### config.mk
export PLATFORM = sky130hd
export DESIGN_NAME = cpac_div
export DESIGN_NICKNAME = d
export VERILOG_FILES = /design/src/hw/rtl/assert_macros.svh /design/src/hw/rtl/cpac_div.sv
export SDC_FILE = /design/constraint.sdc
export NUM_CORES = 1
export LEC_CHECK = 0
export ABC_AREA = 1
export BUFFER_PORTS_ARGS = -buffer_cell sky130_fd_sc_hd__buf_2
export CORE_UTILIZATION = 30
export DETAILED_ROUTE_END_ITERATION = 6
export PLACE_DENSITY = 0.44
export SLEW_MARGIN = 20
export SYNTH_ARGS = -nofsm -noshare
export SYNTH_HDL_FRONTEND = slang
export SYNTH_SLANG_ARGS = --single-unit
### constraint.sdc
create_clock -name clk -period 3.2 [get_ports clk]
set_input_delay 0.32 -clock clk [delete_from_list [all_inputs] [get_ports clk]]
set_output_delay 0.32 -clock clk [all_outputs]
set_load 0.03 [all_outputs]
### src/hw/rtl/assert_macros.svh
// assertion macros shared by the rtl of the prefix correlator
// no dependencies; included by files that carry assertions
`ifndef ASSERT_MACROS_SVH
`define ASSERT_MACROS_SVH
`ifndef SYNTH
// clocked property, switched off while reset is asserted
`define CPAC_ASSERT(label, clk, rst_n, prop, msg) \
    label: assert property (@(posedge clk) disable iff (!rst_n) prop) else $error(msg);
// clocked property that also holds during reset
`define CPAC_ASSERT_ALWAYS(label, clk, prop, msg) \
    label: assert property (@(posedge clk) prop) else $error(msg);
`else
`define CPAC_ASSERT(label, clk, rst_n, prop, msg)
`define CPAC_ASSERT_ALWAYS(label, clk, prop, msg)
`endif
`endif

### src/hw/rtl/cpac_div.sv
// restoring divider, one quotient bit per cycle, with overflow detect
// depends on nothing but its parameters; used for metric and phase ratio
`default_nettype none
module cpac_div #(
    parameter int W  = 68,
    parameter int QB = 23
) (
    input  wire logic          clk,
    input  wire logic          rst_n,
    input  wire logic          start,
    input  wire logic [W-1:0]  num,
    input  wire logic [W-1:0]  den,
    output      logic          busy,
    output      logic          sat,
    output      logic [QB-1:0] q
);

    localparam int CNT_W = $clog2(QB);

    logic [W-1:0]     rem_reg,  rem_next;
    logic [W-1:0]     dsh_reg,  dsh_next;
    logic [QB-1:0]    q_reg,    q_next;
    logic             sat_reg,  sat_next;
    logic [CNT_W-1:0] cnt_reg,  cnt_next;
    logic             busy_reg, busy_next;
    logic             ge;

    assign ge = (rem_reg >= dsh_reg);

    // quotient overflows when num >= den * 2^QB, a zero divisor included
    always_comb
    begin
        rem_next  = rem_reg;
        dsh_next  = dsh_reg;
        q_next    = q_reg;
        sat_next  = sat_reg;
        cnt_next  = cnt_reg;
        busy_next = busy_reg;
        if (start)
        begin
            rem_next  = num;
            dsh_next  = den << (QB - 1);
            q_next    = '0;
            sat_next  = (num >= (den << QB));
            cnt_next  = CNT_W'(QB - 1);
            busy_next = 1'b1;
        end
        else if (busy_reg)
        begin
            if (ge)
            begin
                rem_next = rem_reg - dsh_reg;
            end
            q_next   = {q_reg[QB-2:0], ge};
            dsh_next = dsh_reg >> 1;
            cnt_next = cnt_reg - 1'b1;
            if (cnt_reg == '0)
            begin
                busy_next = 1'b0;
            end
        end
    end

    always_ff @(posedge clk or negedge rst_n)
    begin
        if (!rst_n)
        begin
            busy_reg <= 1'b0;
            cnt_reg  <= '0;
        end
        else
        begin
            busy_reg <= busy_next;
            cnt_reg  <= cnt_next;
        end
    end

    always_ff @(posedge clk)
    begin
        rem_reg <= rem_next;
        dsh_reg <= dsh_next;
        q_reg   <= q_next;
        sat_reg <= sat_next;
    end

    assign busy = busy_reg;
    assign sat  = sat_reg;
    assign q    = q_reg;

endmodule
`default_nettype wire

==> impl_metrics.ini, run 1 <==
[run_status]
status = finished clean

[synth]
synth-xor-area-share_pct = 1.27
ys_types = 43
ys.flop_type = edfxtp_1
syn_inst = 2076
avgSynthCellArea_um2 = 6.66
yosys.area_share.simple_pct = 31.8
synth_top_family_by_area = simple AND/OR/NAND/NOR gates
ys_seq_area_share_pct = 32.6
synth_edf_count = 115
synth-compound-area-share_pct = 12.4
synth_fa_ha_area_share_pct = 10.6
ys_seq_elements = 166
synthMuxAreaShare_pct = 0
synthesis.area_um2 = 13800
synth_nets = 2331
ys.warnings.count = 0
synthArstFlopShare_pct = 3.61

[cells_and_area]
seqCellArea_um2 = 4510
design_area_um2 = 15800
antenna_cells = 0
syn_to_final_growth_pct = 14.5
drive_gt1_share_pct = 11.2
nFillCells = 5058
nets = 2462
utilization_pct = 34.9
multi_input_area_um2 = 7740
finalNonFillerCells = 2820

[job]
max-cap-violations = 0

[worst_hold_path]
min-delay-start = den[45]
hold_class = input pin to flip-flop
hold_path_end = dsh_reg[67]
hold_depth = 3

[setup_path]
crit_type = flip-flop to flip-flop
crit_fanout = 5
cp-start-kind = flip-flop
r2r-end = rem_reg[62]
reg2reg_setup_slack_ns = 0.38
arrival_ns = 3.06
required_ns = 3.44
worstReg2RegStart = rem_reg[0]
worstRegToRegCells = 16
cp-end-kind = flip-flop

[global_route]
grt-ovfl-total = 0
grt_pass1_wl_um = 75000
grt_max_degree = 68
grt_usage_pct = 21.2
antenna_found_initial = 0
grt_pass1_vias = 12900

[die]
die-area_um2 = 46900
io_pins = 164
core_um2 = 45400
die_h_um = 217
start_util_pct = 30.5
die_x_um = 217
row_count = 78

[power]
power_density_nw_per_um2 = 867
leakage_uw = 0.00784
ir_drop_uv = 453

[timing]
fmax_ghz = 0.355
min_period_ns = 2.82
setup_tns_ns = 0
finalMaxSlewViolations = 0
fin_worst_skew_ns = 0.0131
slew_headroom_pct = 56.2
tightest_slew_ns = 0.658
fin_hold_ws_ns = 0.101
hold_viol_final = 0
fin_crit_sh_pct = 88.1
rsz0062_at_grt = no
setup_violations = 0

[clock_network]
cts-htree-levels = 4
worstSkewPairLatency_ns = 0.48
path_clk_slew_ns = 0.07
post_cts_buffers = 0
numCtsBuffers = 17
cts_root_buf = clkbuf_16
cts_buffer_depth = 2
cts_sinks = 166
cts_tree = done

[routing]
dr_total_vias = 13300
drtAntennaViolNets = 0
wl_um = 48300
viasPerCell = 4.71
wire_per_inst_um = 17.1
dr.pass1.iters = 5
drt_iter0_drc = 799
drc = 0

[placement]
place_inst = 2787
portBuffers = 141
gp_congestion = 0.923
dpl.hpwl_um = 39600
placed_area_um2 = 15300
[cells by family after synthesis]
kind of cell    Yosys count
xor+xnor                 20
flops                   166
buf+inv                 415
compound gates          327
fa+ha+maj               116
simple gates           1032
[cells in the mapped netlist (14+ instances only)]
master    count  area share [%]
inv_1       368              10
nand3b_1     14            0.76
dfxtp_1      45             6.5
a21oi_1     138             5.0
edfxtp_1    115              25
nand3_1     145             5.2
o21bai_1     14            0.76
ha_1        115              10
nor2_1      190             5.2
nand2_2      16            0.72
nand2_1     589              16
o21ai_0     154             5.6
clkbuf_1     33            0.90
xnor2_1      19             1.2
[routing by layer]
layer / track usage [%] / vias up / share of wire [%]
li1: - / 6943 / -
met1: 30.8 / 6081 / 52
met2: 32.5 / 226 / 43
met3: 2.76 / 32 / 3.1
met4: 6.22 / 0 / 1.8
met5: 0 / - / 0
[final cells by class]
| class | instances | area share (%) |
|---|---|---|
| Tap cell | 600 | 4.74 |
| Clock inverter | 11 | 0.522 |
| Multi-Input combinational cell | 1495 | 48.9 |
| Inverter | 370 | 8.79 |
| Timing Repair Buffer | 157 | 5.49 |
| Clock buffer | 21 | 3.04 |
| Sequential cell | 166 | 28.5 |
[worst max path at each step]
stage / cells past startpoint / end / start / slack, ns
floorplan: 13 / rem_reg[0] / rem_reg[35] / 0.37
CTS: 12 / rem_reg[48] / rem_reg[25] / 0.35
global placement: 13 / rem_reg[28] / dsh_reg[27] / 0.37
global route: 15 / rem_reg[28] / dsh_reg[34] / 0.10
finish: 16 / rem_reg[62] / rem_reg[0] / 0.38
detailed placement: 12 / rem_reg[43] / rem_reg[25] / 0.37
[worst max-delay path, cell delays in order, from the launching register on]
cell      delay [ns]
edfxtp_1        0.36
inv_1           0.06
ha_1            0.13
inv_1           0.07
fa_1            0.45
nand3_1         0.11
nand3_2         0.17
nand2_1         0.12
nand2_2         0.13
nand3_1         0.10
nand2_1         0.11
nand2_1         0.10
nand2_2         0.16
nand2_1         0.19
nand3b_1        0.10
nand3_1         0.13
nand2_1         0.06
[metrics by stage]
step	power (uW)	worst slack (ns)
after floorplan	8970	0.366
after global placement	11700	0.368
after detailed placement	11700	0.368
after CTS	13900	0.351
after global routing	15100	0.101
final	13700	0.380
[cell usage in the layout, fill, tap and decap left out, types with 10 or more instances in the layout]
cell type,instances
dfxtp_1,45
nor2_2,11
nand2_1,588
nand4_1,13
nand3_1,145
nor2_1,190
ha_1,115
nor3_1,11
nor4_1,12
edfxtp_1,115
o21bai_1,14
inv_1,366
buf_4,13
a21oi_1,138
clkbuf_16,18
nand3b_1,14
o21ai_0,154
buf_2,140
nand2_2,17
xnor2_1,19
nand3_2,10
[what timing repair did]
item / CTS / global route
gates resized for setup: 0 / 0
setup endpoints to repair: 0 / 0
hold buffers: 1 / 0
endpoints found under the hold margin: 6 / 0
[power breakdown]
group / switching, uW / internal, uW / total [uW]
logic: 5800 / 2660 / 8460
registers: 188 / 3050 / 3240
clock network: 941 / 1090 / 2030
Note: power is estimated with default switching activity, not from simulation.
==> run 2: changes to the inputs <==
--- a/config.mk
+++ b/config.mk
@@ -9,5 +9,5 @@
 export BUFFER_PORTS_ARGS = -buffer_cell sky130_fd_sc_hd__buf_2
-export CORE_UTILIZATION = 30
+export CORE_UTILIZATION = 50
 export DETAILED_ROUTE_END_ITERATION = 6
-export PLACE_DENSITY = 0.44
+export PLACE_DENSITY = 0.69
 export SLEW_MARGIN = 20
==> constraint.sdc (replaced) <==
create_clock -name clk -period 3.2 [get_ports clk]
set_input_delay 0.16 -clock clk [delete_from_list [all_inputs] [get_ports clk]]
set_output_delay 0.16 -clock clk [all_outputs]
set_load 0.03 [all_outputs]
==> run 2 against run 1 <==
Against the previous run: final cell count fell by 9.3%; via count rose by 2.7%; non-clock buffer count fell by 2; worst hold slack got worse by 0.092 ns; combinational power fell by 2%; first-iteration DRC count rose by 60%; flip-flop and latch count did not move; fmax rose by 0.36%; sequential share of layout area rose by 0.44 points; worst setup slack improved by 0.010 ns; global-route usage rose by 9.4 points.
==> impl_metrics.ini, run 2 (synthesized netlist as in run 1, its figures left out) <==
[die]
core_um2 = 27000
die_x_um = 168
start_util_pct = 51.1
die_h_um = 168
die-area_um2 = 28300
row_count = 60
io_pins = 164

[clock_network]
numCtsBuffers = 17
worstSkewPairLatency_ns = 0.45
cts_tree = done
cts_buffer_depth = 2
path_clk_slew_ns = 0.08
post_cts_buffers = 0
cts_root_buf = clkbuf_16
cts-resized-gates = 0
cts-htree-levels = 4
cts_sinks = 166

[power]
combPwrFrac_pct = 60.1
p_seq_share_pct = 23.5
clkPwrFrac_pct = 16.4
ir_drop_uv = 416
leakage_uw = 0.00786
p_sw_share_pct = 50.2
power_density_nw_per_um2 = 884
p_sw_uw = 6920
power.internal_uw = 6870
totalPowerFinal_uw = 13800

[setup_path]
crit_chain = ha_1 -> nand2_1 -> nor2_1 -> inv_1 -> nor2_1 -> inv_2 -> nor2_4 -> nand4_1 -> nand3_2 -> nand3_1 -> nand2_1 -> nand2_1 -> nand2_2 -> buf_12
crit_type = flip-flop to flip-flop
cpMaxStageDelayCell = edfxtp_1
cp-start-kind = flip-flop
crit_fanout = 37
crit_path_max_incr_delay_ns = 0.38
arrival_ns = 2.95
cpMostUsedCell = nand2_1
cp-end-kind = flip-flop
required_ns = 3.34

[cells_and_area]
syn_to_final_growth_pct = 12.7
nets = 2460
drive_gt1_share_pct = 11.1
finalNonFillerCells = 2559
antenna_cells = 0
layout_common_cells = nand2_1, inv_1, nor2_1
final_common_cell = nand2_1

[timing]
fin_crit_sh_pct = 87.8
min_period_ns = 2.81
rsz0062_at_grt = no
fmax_ghz = 0.356
fin_hold_ws_ns = 0.00852
fin_worst_skew_ns = 0.0137
finalMaxSlewViolations = 0
setup_tns_ns = 0
slew_headroom_pct = 29.6
setup_violations = 0
tightest_slew_ns = 1.05
hold_viol_final = 0

[routing]
drt_iter0_drc = 1277
dr_total_vias = 13600
wl_um = 42400
wire_per_inst_um = 16.6
dr.pass1.iters = 7
viasPerCell = 5.33
drc = 0
drtAntennaViolNets = 0

[placement]
place_inst = 2524
gp_congestion = 1.00
portBuffers = 141
dpl.hpwl_um = 34100

[global_route]
grt-ovfl-total = 0
grt_pass1_vias = 12800
antenna_found_initial = 0
grt_max_degree = 91
grt_pass1_wl_um = 67800
grt_usage_pct = 30.6

[run_status]
status = finished clean

[job]
max-cap-violations = 0

[worst_hold_path]
hold_class = input pin to flip-flop
-- run 2: cell count changes in the layout (fill, tap and decap cells not counted), moves of 2 or more --
cell,change
inv_8,+4
clkbuf_8,-2
clkinv_2,-3
clkinv_8,+5
buf_4,-7
inv_6,-4
buf_12,+2
dlygate4sd3_1,+2
-- run 2: final cells by class --
type | count | area, um^2
Tap cell | 341 | 427
Fill cell | 2690 | 11400
Inverter | 370 | 1390
Multi-Input combinational cell | 1495 | 7740
Clock buffer | 17 | 425
Timing Repair Buffer | 155 | 881
Sequential cell | 166 | 4510
Clock inverter | 15 | 208
-- run 2: critical path: cells and delay by family, from the launching register on --
family        cells  cell delay, ns
simple gates     10            1.31
buf+inv           3            0.38
flops             1            0.38
fa+ha+maj         1            0.38
-- run 2: final timing paths --
path                        startpoint     endpoint  slack, ns  cells past startpoint
max                        rem_reg[28]  rem_reg[43]       0.39                     14
max in group asynchronous        rst_n         busy       2.98                      2
min reg2reg                 cnt_reg[3]   cnt_reg[3]       0.48                      1
min                            num[58]  rem_reg[58]      0.009                      3
min in group asynchronous        rst_n   cnt_reg[3]       0.06                      2
max reg2reg                rem_reg[28]  rem_reg[43]       0.39                     14
-- run 2: layer usage --
layer  GRT usage, %  wire length, um
met3           3.06             2650
met1           45.0            20800
met4           6.52              688
met2           48.3            18200
met5              0                0
-- run 2: repair_timing --
item	in CTS	in global routing
endpoints found under the hold margin	8	0
hold buffers	3	0
endpoints found under the setup margin	0	0
-- run 2: power by group through the flow --
stage | combinational (uW) | sequential [uW] | clock (uW)
2_1_floorplan | 5700 | 3270 | 0
3_3_place_gp | 7990 | 3260 | 0
3_5_place_dp | 8060 | 3290 | 0
4_1_cts | 8140 | 3240 | 2280
5_1_grt | 9230 | 3300 | 2360
6_report | 8290 | 3240 | 2260
-- run 2: through the flow --
| stage | setup slack (ns) | instance area [um^2] | utilization, % |
|---|---|---|---|
| 2_1_floorplan | 0.366 | 13800 | - |
| 3_3_place_gp | 0.499 | 14900 | 55.2 |
| 3_5_place_dp | 0.444 | 14900 | 55.2 |
| 4_1_cts | 0.401 | 15600 | 57.7 |
| 5_1_grt | 0.102 | 15600 | 57.7 |
| 6_report | 0.390 | 15600 | 57.7 |
