**src/hw/rtl/assert_macros.svh**
```systemverilog
// assertion macros shared by the rtl of the prefix correlator
// no dependencies; included by files that carry assertions
`ifndef ASSERT_MACROS_SVH
`define ASSERT_MACROS_SVH
`ifndef SYNTH
// clocked property, switched off while reset is asserted
`define CPAC_ASSERT(label, clk, rst_n, prop, msg) \
    label: assert property (@(posedge clk) disable iff (!rst_n) prop) else $error(msg);
// clocked property that also holds during reset
`define CPAC_ASSERT_ALWAYS(label, clk, prop, msg) \
    label: assert property (@(posedge clk) prop) else $error(msg);
`else
`define CPAC_ASSERT(label, clk, rst_n, prop, msg)
`define CPAC_ASSERT_ALWAYS(label, clk, prop, msg)
`endif
`endif

```
**src/hw/rtl/cpac_sqr.sv**
```systemverilog
// shift-add squarer, one multiplier bit per cycle
// depends on nothing but its parameter; used for |P|^2 and R^2
`default_nettype none
module cpac_sqr #(
    parameter int W = 44
) (
    input  wire logic           clk,
    input  wire logic           rst_n,
    input  wire logic           start,
    input  wire logic [W-1:0]   a,
    output      logic           busy,
    output      logic [2*W-1:0] p
);

    localparam int CNT_W = $clog2(W);

    logic [W-1:0]     mult_reg,  mult_next;
    logic [2*W-1:0]   mcand_reg, mcand_next;
    logic [2*W-1:0]   p_reg,     p_next;
    logic [CNT_W-1:0] cnt_reg,   cnt_next;
    logic             busy_reg,  busy_next;

    // one partial product per cycle
    always_comb
    begin
        mult_next  = mult_reg;
        mcand_next = mcand_reg;
        p_next     = p_reg;
        cnt_next   = cnt_reg;
        busy_next  = busy_reg;
        if (start)
        begin
            mult_next  = a;
            mcand_next = (2*W)'(a);
            p_next     = '0;
            cnt_next   = CNT_W'(W - 1);
            busy_next  = 1'b1;
        end
        else if (busy_reg)
        begin
            if (mult_reg[0])
            begin
                p_next = p_reg + mcand_reg;
            end
            mult_next  = mult_reg >> 1;
            mcand_next = mcand_reg << 1;
            cnt_next   = cnt_reg - 1'b1;
            if (cnt_reg == '0)
            begin
                busy_next = 1'b0;
            end
        end
    end

    always_ff @(posedge clk or negedge rst_n)
    begin
        if (!rst_n)
        begin
            busy_reg <= 1'b0;
            cnt_reg  <= '0;
        end
        else
        begin
            busy_reg <= busy_next;
            cnt_reg  <= cnt_next;
        end
    end

    always_ff @(posedge clk)
    begin
        mult_reg  <= mult_next;
        mcand_reg <= mcand_next;
        p_reg     <= p_next;
    end

    assign busy = busy_reg;
    assign p    = p_reg;

endmodule
`default_nettype wire

```
**config.mk**
```make
export PLATFORM = sky130hd
export DESIGN_NAME = cpac_sqr
export DESIGN_NICKNAME = d
export VERILOG_FILES = /design/src/hw/rtl/assert_macros.svh /design/src/hw/rtl/cpac_sqr.sv
export SDC_FILE = /design/constraint.sdc
export NUM_CORES = 1
export LEC_CHECK = 0
export CAP_MARGIN = 20
export CORE_AREA = 3 3 309 159
export DETAILED_ROUTE_END_ITERATION = 10
export DIE_AREA = 0 0 312 162
export DONT_BUFFER_PORTS = 1
export HOLD_SLACK_MARGIN = 0.05
export PLACE_DENSITY = 0.47
export SYNTH_ARGS = -nofsm -noshare
export SYNTH_HDL_FRONTEND = slang
export SYNTH_SLANG_ARGS = --single-unit
```
**constraint.sdc**
```tcl
create_clock -name clk -period 4.04 [get_ports clk]
set_input_delay 0.404 -clock clk [delete_from_list [all_inputs] [get_ports clk]]
set_output_delay 0.404 -clock clk [all_outputs]
set_load 0.01 [all_outputs]
```
==> metrics.md, run 1 <==
| Metric | Value |
|---|---|
| Number of levels the H-tree was split into | 1 |
| DRC violations left | 0 |
| Top Usage Layer GRT | met2 |
| Primary FF master, synth | sky130_fd_sc_hd__dfxtp_1 |
| Global routing usage on met1 | 20.1% |
| Overall routed net length | 39500 um |
| Highest clock rate | 0.267 GHz |
| CTS sink count | 227 |
| Setup repair after global routing missed its margin | false |
| Maximum clock insertion buffer count | 3 |
| Arrival @ worst endpoint | around 4.2 ns |
| Power Total | 6.38 mW |
| Residual overflow from global routing | 0 |
| Final max-slew violation count | 0 |
| Worst Reg2Reg Path Length in Cells | 13 |
| Part of the Yosys area used for sequential elements | roughly two fifths |
| Power density over the cells | 414 nW/um^2 |
| Antenna violations before repair | 0 |
| Final core utilization | about a third |
| Setup tns final | 0 ns |
| Nature of the critical path startpoint | flip-flop |
| Via count | 11300 |
| Final hold violation count | 0 |
| Top fanout value on the critical path | 4 |
| Syn Nets | 1795 |
| Die Y-Extent | 162 um |
| N_diodes | 0 |
| Growth of design area from synthesis to finish | 11.2% |
| Count of mapped cells out of synthesis | 1658 |
| Boundary pin count | 136 |
| Count of filler cells inserted in the layout | 4968 |
| Area share of the largest cell type after synthesis | 19.1% |
| Detailed-route wire length per cell | approximately 17 um |
| Maximum number of pins on one net before global-route repair | 135 |
| Critical path capture point type | flip-flop |
| Fraction of met2 tracks used by global routing | 26.2% |
| Largest area contributor in the netlist | sky130_fd_sc_hd__dfxtp_1 |
| Clock slew seen by the registers of the worst setup and hold paths | 0.06 ns |
| Worst clock skew | roughly 0.015 ns |
| Cells on Worst Hold Path | 2 |
| Num CTS Buffers | 26 |
| CTS tree | done |
| Post-synth ARST share | 3.08% |
| Yosys Warn Count | 0 |
| Clk Latency, worst-skew pair | 0.55 ns |
| Final #Nets | 1752 |
| Vias per cell | 4.95 |
| Placed wire-length estimate | 28800 um |
| Port Buffer Count | 0 |
| Routed Antenna Nets | 0 |
| Placement Rows | 56 |
| Fraction of layout instances using a drive strength above 1 | 5.08% |
| Clk root buf | sky130_fd_sc_hd__clkbuf_16 |
| Detailed-routing iteration count for the pre-antenna-repair pass | 5 |
| Mean instance size in the synthesized netlist | 8.36 sq um |
| Total setup violations reported at the end of the flow | 0 |
| Number of max-capacitance violations reported | 0 |
| Number of flops mapped to enable cells by yosys | 88 |
| Category of the critical setup timing path | reg2reg |
| Ranking of synthesized cells by area | sky130_fd_sc_hd__dfxtp_1 (19%), sky130_fd_sc_hd__edfxtp_1 (19%), sky130_fd_sc_hd__ha_1 (8.0%) |
| Normalized max-slew margin | 39.5% |
| GPL Wtd Cong | approximately 0.8 |
| Synth unique cells | 77 |
| Number of storage elements in the synthesis netlist | 227 |
| Via count of the first global-routing pass | between 10000 and 15000 |
| Min Tclk post-route | 3.74 ns |
| Die Area | slightly above 50000 sq um |
| All-Layer GR Usage | 15.2% |
| Fin crit share | 92.7% |
| Hold Crit Class | in2reg |
| Met3 Use GR | 3.15% |
| Data required time of the worst path | roughly 4.5 ns |
| Initial standard-cell utilization of the core | between 20 and 30% |
| Area of the core region | 46500 sq um |
| Highest ir drop seen on vdd | 0.000274 V |
| Iter 0 DRT Violations | 645 |
| Slew @ Worst Pin | 0.908 ns |
| Horizontal extent of the die | 312 um |
| Mapped Area | 13900 sq um |
| Run status | complete, no violations |
| Leakage power | 6.67 nW |
| Wire length of the first global-routing pass | 63200 um |
synthesized netlist by cell type (4+ instances only):
library cell,number
sky130_fd_sc_hd__nand2_1,238
sky130_fd_sc_hd__o21ai_0,177
sky130_fd_sc_hd__a21oi_1,157
sky130_fd_sc_hd__dfxtp_1,132
sky130_fd_sc_hd__nor2_1,127
sky130_fd_sc_hd__inv_1,117
sky130_fd_sc_hd__ha_1,89
sky130_fd_sc_hd__edfxtp_1,88
sky130_fd_sc_hd__clkbuf_1,70
sky130_fd_sc_hd__xnor2_1,49
sky130_fd_sc_hd__mux2i_1,44
sky130_fd_sc_hd__a21o_1,40
sky130_fd_sc_hd__xor2_1,35
sky130_fd_sc_hd__nand4_1,32
sky130_fd_sc_hd__o21bai_1,26
sky130_fd_sc_hd__nand3_1,21
sky130_fd_sc_hd__nor3_1,21
sky130_fd_sc_hd__and3_1,14
sky130_fd_sc_hd__a31oi_1,12
sky130_fd_sc_hd__buf_2,11
sky130_fd_sc_hd__o21a_1,9
sky130_fd_sc_hd__o21ai_1,9
sky130_fd_sc_hd__a211oi_1,8
sky130_fd_sc_hd__and2_1,8
sky130_fd_sc_hd__buf_6,7
sky130_fd_sc_hd__dfrtp_1,7
sky130_fd_sc_hd__a22o_1,6
sky130_fd_sc_hd__nor2b_1,6
sky130_fd_sc_hd__o211ai_1,5
sky130_fd_sc_hd__o31ai_1,5
sky130_fd_sc_hd__a21oi_2,4
sky130_fd_sc_hd__a41oi_1,4
sky130_fd_sc_hd__nand2b_1,4
sky130_fd_sc_hd__o2111ai_1,4
per-stage QoR:
step                      hold slack (ns)  cell area, sq um  std cells  setup slack (ns)
after global routing               0.0505             15400       2273            0.0757
after floorplan                     0.108             13900       1658             0.784
after CTS                          0.0513             15400       2273             0.278
final                              0.0818             15400       2273             0.296
after global placement              0.109             14300       2215             0.371
after detailed placement            0.109             14300       2215             0.306
worst max-delay path, stage by stage, from the launching register on:
cell                        delay (ns)
sky130_fd_sc_hd__edfxtp_1         0.39
sky130_fd_sc_hd__ha_1             0.24
sky130_fd_sc_hd__fa_1             0.42
sky130_fd_sc_hd__a21oi_1          0.21
sky130_fd_sc_hd__o22ai_1          0.16
sky130_fd_sc_hd__o2111ai_1        0.31
sky130_fd_sc_hd__nand3_1          0.14
sky130_fd_sc_hd__a21o_1           0.28
sky130_fd_sc_hd__a2111o_1         0.42
sky130_fd_sc_hd__a31o_2           0.27
sky130_fd_sc_hd__a41o_1           0.28
sky130_fd_sc_hd__a41oi_1          0.26
sky130_fd_sc_hd__xor2_1           0.17
sky130_fd_sc_hd__o21ai_1          0.07
placed cells by master, fill, tap and decap left out, types with 32 or more instances in the layout:
cell / netlist / layout
sky130_fd_sc_hd__nand2_1: 238 / 237
sky130_fd_sc_hd__o21ai_0: 177 / 177
sky130_fd_sc_hd__a21oi_1: 157 / 157
sky130_fd_sc_hd__dfxtp_1: 132 / 132
sky130_fd_sc_hd__nor2_1: 127 / 126
sky130_fd_sc_hd__inv_1: 117 / 117
sky130_fd_sc_hd__ha_1: 89 / 89
sky130_fd_sc_hd__edfxtp_1: 88 / 88
sky130_fd_sc_hd__xnor2_1: 49 / 49
sky130_fd_sc_hd__mux2i_1: 44 / 44
sky130_fd_sc_hd__a21o_1: 40 / 40
sky130_fd_sc_hd__xor2_1: 35 / 35
sky130_fd_sc_hd__nand4_1: 32 / 32
per-layer routing:
layer | vias up | part of all wire, %
li1 | 5750 | -
met1 | 5338 | 47
met2 | 131 | 47
met3 | 37 | 4.0
met4 | 0 | 1.3
met5 | - | 0
report_power, final:
group / switching [mW] / internal (mW) / leakage, nW / total [mW]
combinational: 0.653 / 0.386 / 4.08 / 1.04
clock: 1.02 / 1.62 / 0.468 / 2.63
sequential: 0.163 / 2.54 / 2.12 / 2.71
total: 1.83 / 4.55 / 6.67 / 6.38
cells by family after synthesis:
| group | Yosys count | share of synthesized area, % |
|---|---|---|
| buf+inv | 210 | 6.17 |
| mux | 44 | 3.18 |
| fa+ha+maj | 90 | 8.18 |
| simple gates | 492 | 15.4 |
| flops | 227 | 39.4 |
| xor+xnor | 84 | 5.31 |
| compound gates | 511 | 22.3 |
path summary, 6_finish.rpt:
check	endpoint	slack, ns	from
worst min register to register	p[77]$_SDFFE_PP0P_	0.52	p[77]$_SDFFE_PP0P_
worst max-delay path	p[84]$_SDFFE_PP0P_	0.30	mcand_reg[0]$_SDFFCE_PN0P_
worst max register to register	p[84]$_SDFFE_PP0P_	0.30	mcand_reg[0]$_SDFFCE_PN0P_
worst min-delay path	mcand_reg[33]$_DFFE_PP_	0.08	a[33]
min in group asynchronous	cnt_reg[0]$_DFFE_PN0P_	0.18	rst_n
max in group asynchronous	busy$_DFF_PN0_	3.59	rst_n
layout make-up:
| cell class | instances | area, sq um | area share, % |
|---|---|---|---|
| well taps | 638 | 798 | 5.18 |
| flip-flops and latches | 227 | 5460 | 35.4 |
| clock inverters | 14 | 210 | 1.36 |
| repair buffers | 20 | 193 | 1.25 |
| multi-input cells | 1221 | 7560 | 49.1 |
| clock buffers | 34 | 742 | 4.81 |
| inverters | 119 | 447 | 2.90 |
timing repair:
| action | CTS | global route |
|---|---|---|
| resized for setup | 0 | 0 |
| setup buffers | 0 | 0 |
| endpoints found under the hold margin | 109 | 0 |
| hold buffers | 10 | 0 |
Note: power is estimated with default switching activity, not from simulation.
==> inputs of run 2 (changes only) <==
--- a/config.mk
+++ b/config.mk
@@ -6,9 +6,9 @@
 export NUM_CORES = 1
 export LEC_CHECK = 0
 export CAP_MARGIN = 20
-export CORE_AREA = 3 3 309 159
+export CORE_AREA = 4 4 310 160
 export DETAILED_ROUTE_END_ITERATION = 10
-export DIE_AREA = 0 0 312 162
+export DIE_AREA = 0 0 314 164
 export DONT_BUFFER_PORTS = 1
 export HOLD_SLACK_MARGIN = 0.05
 export PLACE_DENSITY = 0.47
==> run 2 against run 1 <==
Compared with the run above: critical path type unchanged; die area grew 1.9%; sequential power barely moved; utilization decreased by 0.46 points; flip-flop and latch count unchanged; largest cell class unchanged; global-route usage is 0.30 points lower; largest power group unchanged; final area fell by 1.4%; final cell count shrank 0.48%; first-iteration DRC count up 1.7%; maximum frequency increased by 0.22%.
==> metrics.md, run 2 (same netlist as run 1, synthesis figures left out) <==
| Metric | Value |
|---|---|
| Run status | complete, no violations |
| Highest ir drop seen on vdd | 0.000252 V (-8.1%) |
| Slew @ Worst Pin | 0.905 ns (-0.00307 ns) |
| Port Buffer Count | 0 (unchanged) |
| Setup fix buffers added after clock tree synthesis | 0 (unchanged) |
| CTS tree | done |
| Boundary pin count | 136 (unchanged) |
| Via count | 11300 (+0.044%) |
| Die Y-Extent | 164 um (+1.2%) |
| Hold Crit Class | in2reg |
| Clock slew seen by the registers of the worst setup and hold paths | 0.07 ns (about the same) |
| Nature of the critical path startpoint | flip-flop |
| Post-DP Area | 14400 sq um (about the same) |
| Final core utilization | 32.7% (-0.46 points) |
| Area of the core region | 46500 sq um (unchanged) |
| Instance count after placement with tap cells included | 2216 (+0.045%) |
| Critical path capture point type | flip-flop |
| Final std cell area, no fill | 15200 sq um (-1.4%) |
| Most common cell after layout, fill and taps aside | sky130_fd_sc_hd__nand2_1 |
| Maximum number of pins on one net before global-route repair | 135 (unchanged) |
| Routed Antenna Nets | 0 (unchanged) |
| Final max-slew violation count | 0 (unchanged) |
| CP top delay family | compound AO/OA/AOI/OAI gates |
| N_diodes | 0 (unchanged) |
| Top fanout value on the critical path | 4 (unchanged) |
| GPL Wtd Cong | 0.817 (+0.58%) |
| Fraction of layout instances using a drive strength above 1 | 4.80% (-0.27 points) |
| Clk Latency, worst-skew pair | 0.54 ns (about the same) |
| Clk root buf | sky130_fd_sc_hd__clkbuf_16 |
| Wire length of the first global-routing pass | 62700 um (-0.81%) |
| Maximum clock insertion buffer count | 3 (unchanged) |
| Overall routed net length | 39500 um (-0.14%) |
| Min Tclk post-route | 3.74 ns (-0.00827 ns) |
| CTS sink count | 227 (unchanged) |
| Setup tns final | 0 ns (unchanged) |
| Normalized max-slew margin | 39.7% (+0.20 points) |
| Total setup violations reported at the end of the flow | 0 (unchanged) |
| Die Area | 51500 sq um (+1.9%) |
| Worst clock skew | 0.0226 ns (+0.00735 ns) |
| Via count of the first global-routing pass | 11100 (-0.51%) |
| Num CTS Buffers | 24 (-7.7%) |
| Iter 0 DRT Violations | 656 (+1.7%) |
| Detailed-route wire length per cell | 17.4 um (+0.34%) |
| Number of max-capacitance violations reported | 0 (unchanged) |
| Power Total | 6.04 mW (-5.2%) |
| Commonest cells after routing, fill and taps aside | sky130_fd_sc_hd__nand2_1 (237), sky130_fd_sc_hd__o21ai_0 (177), sky130_fd_sc_hd__a21oi_1 (157) |
| Leakage power | 6.57 nW (-1.5%) |
| Initial standard-cell utilization of the core | 29.8% (unchanged) |
| Number of standard cells in the layout, taps in and fillers out | 2262 (-0.48%) |
| Residual overflow from global routing | 0 (unchanged) |
| DRC violations left | 0 (unchanged) |
| Antenna violations before repair | 0 (unchanged) |
| Number of levels the H-tree was split into | 1 (unchanged) |
| Arrival @ worst endpoint | 4.16 ns (-0.02 ns) |
| Highest clock rate | 0.268 GHz (+0.22%) |
| Growth of design area from synthesis to finish | 9.64% |
| Detailed-routing iteration count for the pre-antenna-repair pass | 4 (-1) |
| Data required time of the worst path | 4.46 ns (-0.02 ns) |
| Number of buffers and inverters on the critical path | 0 (unchanged) |
| Placement Rows | 56 (unchanged) |
| Final hold violation count | 0 (unchanged) |
| Category of the critical setup timing path | reg2reg |
| Chain of cells forming the critical path | ha_1 > fa_1 > a21oi_1 > o22ai_1 > o2111ai_1 > nand3_1 > a21o_1 > a2111o_1 > a31o_2 > a41o_1 > a41oi_1 > xor2_1 > o21ai_1 |
| Crit-path slowest cell | sky130_fd_sc_hd__fa_1 |
| Placed wire-length estimate | 28600 um (-0.49%) |
| Horizontal extent of the die | 314 um (+0.64%) |
| Power density over the cells | 398 nW/um^2 (-3.9%) |
| Longest individual stage delay on the worst path | 0.42 ns (about the same) |
| Setup repair after global routing missed its margin | false |
| Count of filler cells inserted in the layout | 5030 (+1.2%) |
| Fin crit share | 92.5% (-0.20 points) |
| Vias per cell | 4.98 (+0.53%) |
| All-Layer GR Usage | 14.9% (-0.30 points) |
| Final #Nets | 1743 (-0.51%) |
run 2: cell count changes in the layout (fill, tap and decap cells not counted), moves of 2 or more:
cell | before | now
sky130_fd_sc_hd__bufinv_16 | 5 | 2
sky130_fd_sc_hd__dlygate4sd3_1 | 9 | 1
sky130_fd_sc_hd__clkbuf_16 | 27 | 25
sky130_fd_sc_hd__clkbuf_1 | 3 | 7
run 2: cell type report:
type	instances	area (sq um)	share of cell area (%)
clock inverters	8	98.8	0.650
clock buffers	36	707	4.65
inverters	119	447	2.94
well taps	638	798	5.25
multi-input cells	1221	7570	49.8
flip-flops and latches	227	5460	35.9
repair buffers	13	120	0.790
run 2: per-layer routing:
metal	part of all wire, %	global-route usage (%)	wire length [um]	up-vias
met5	0	0	0	-
met4	2.2	3.38	849	0
met3	3.7	2.81	1460	45
met2	46	25.0	18200	140
met1	48	20.2	18900	5334
li1	-	-	-	5742
run 2: stage by stage:
| stage | hold slack, ns | worst slack (ns) |
|---|---|---|
| after floorplan | 0.108 | 0.784 |
| after global placement | 0.109 | 0.385 |
| after detailed placement | 0.109 | 0.313 |
| after CTS | 0.0577 | 0.265 |
| after global routing | 0.0674 | 0.0857 |
| final | 0.0906 | 0.304 |
run 2: worst paths after layout:
kind	start	to	slack (ns)	cells after the start
max reg2reg	mcand_reg[0]$_SDFFCE_PN0P_	p[84]$_SDFFE_PP0P_	0.30	13
max	mcand_reg[0]$_SDFFCE_PN0P_	p[84]$_SDFFE_PP0P_	0.30	13
max in group asynchronous	rst_n	busy$_DFF_PN0_	3.58	1
min	a[42]	mcand_reg[42]$_DFFE_PP_	0.09	2
min in group asynchronous	rst_n	cnt_reg[0]$_DFFE_PN0P_	0.19	1
min reg2reg	p[77]$_SDFFE_PP0P_	p[77]$_SDFFE_PP0P_	0.52	2
run 2: where the power goes:
group          total, mW  leakage, nW  switching, mW  internal (mW)
Sequential          2.70         2.12          0.163           2.54
Combinational       1.03         4.06          0.654          0.381
Clock               2.31        0.395          0.964           1.34
run 2: timing repair:
item | 4_1_cts | 5_1_grt
setup endpoints to repair | 0 | 1
endpoints found under the hold margin | 100 | 0
hold buffers | 2 | 0
gates resized for setup | 0 | 1
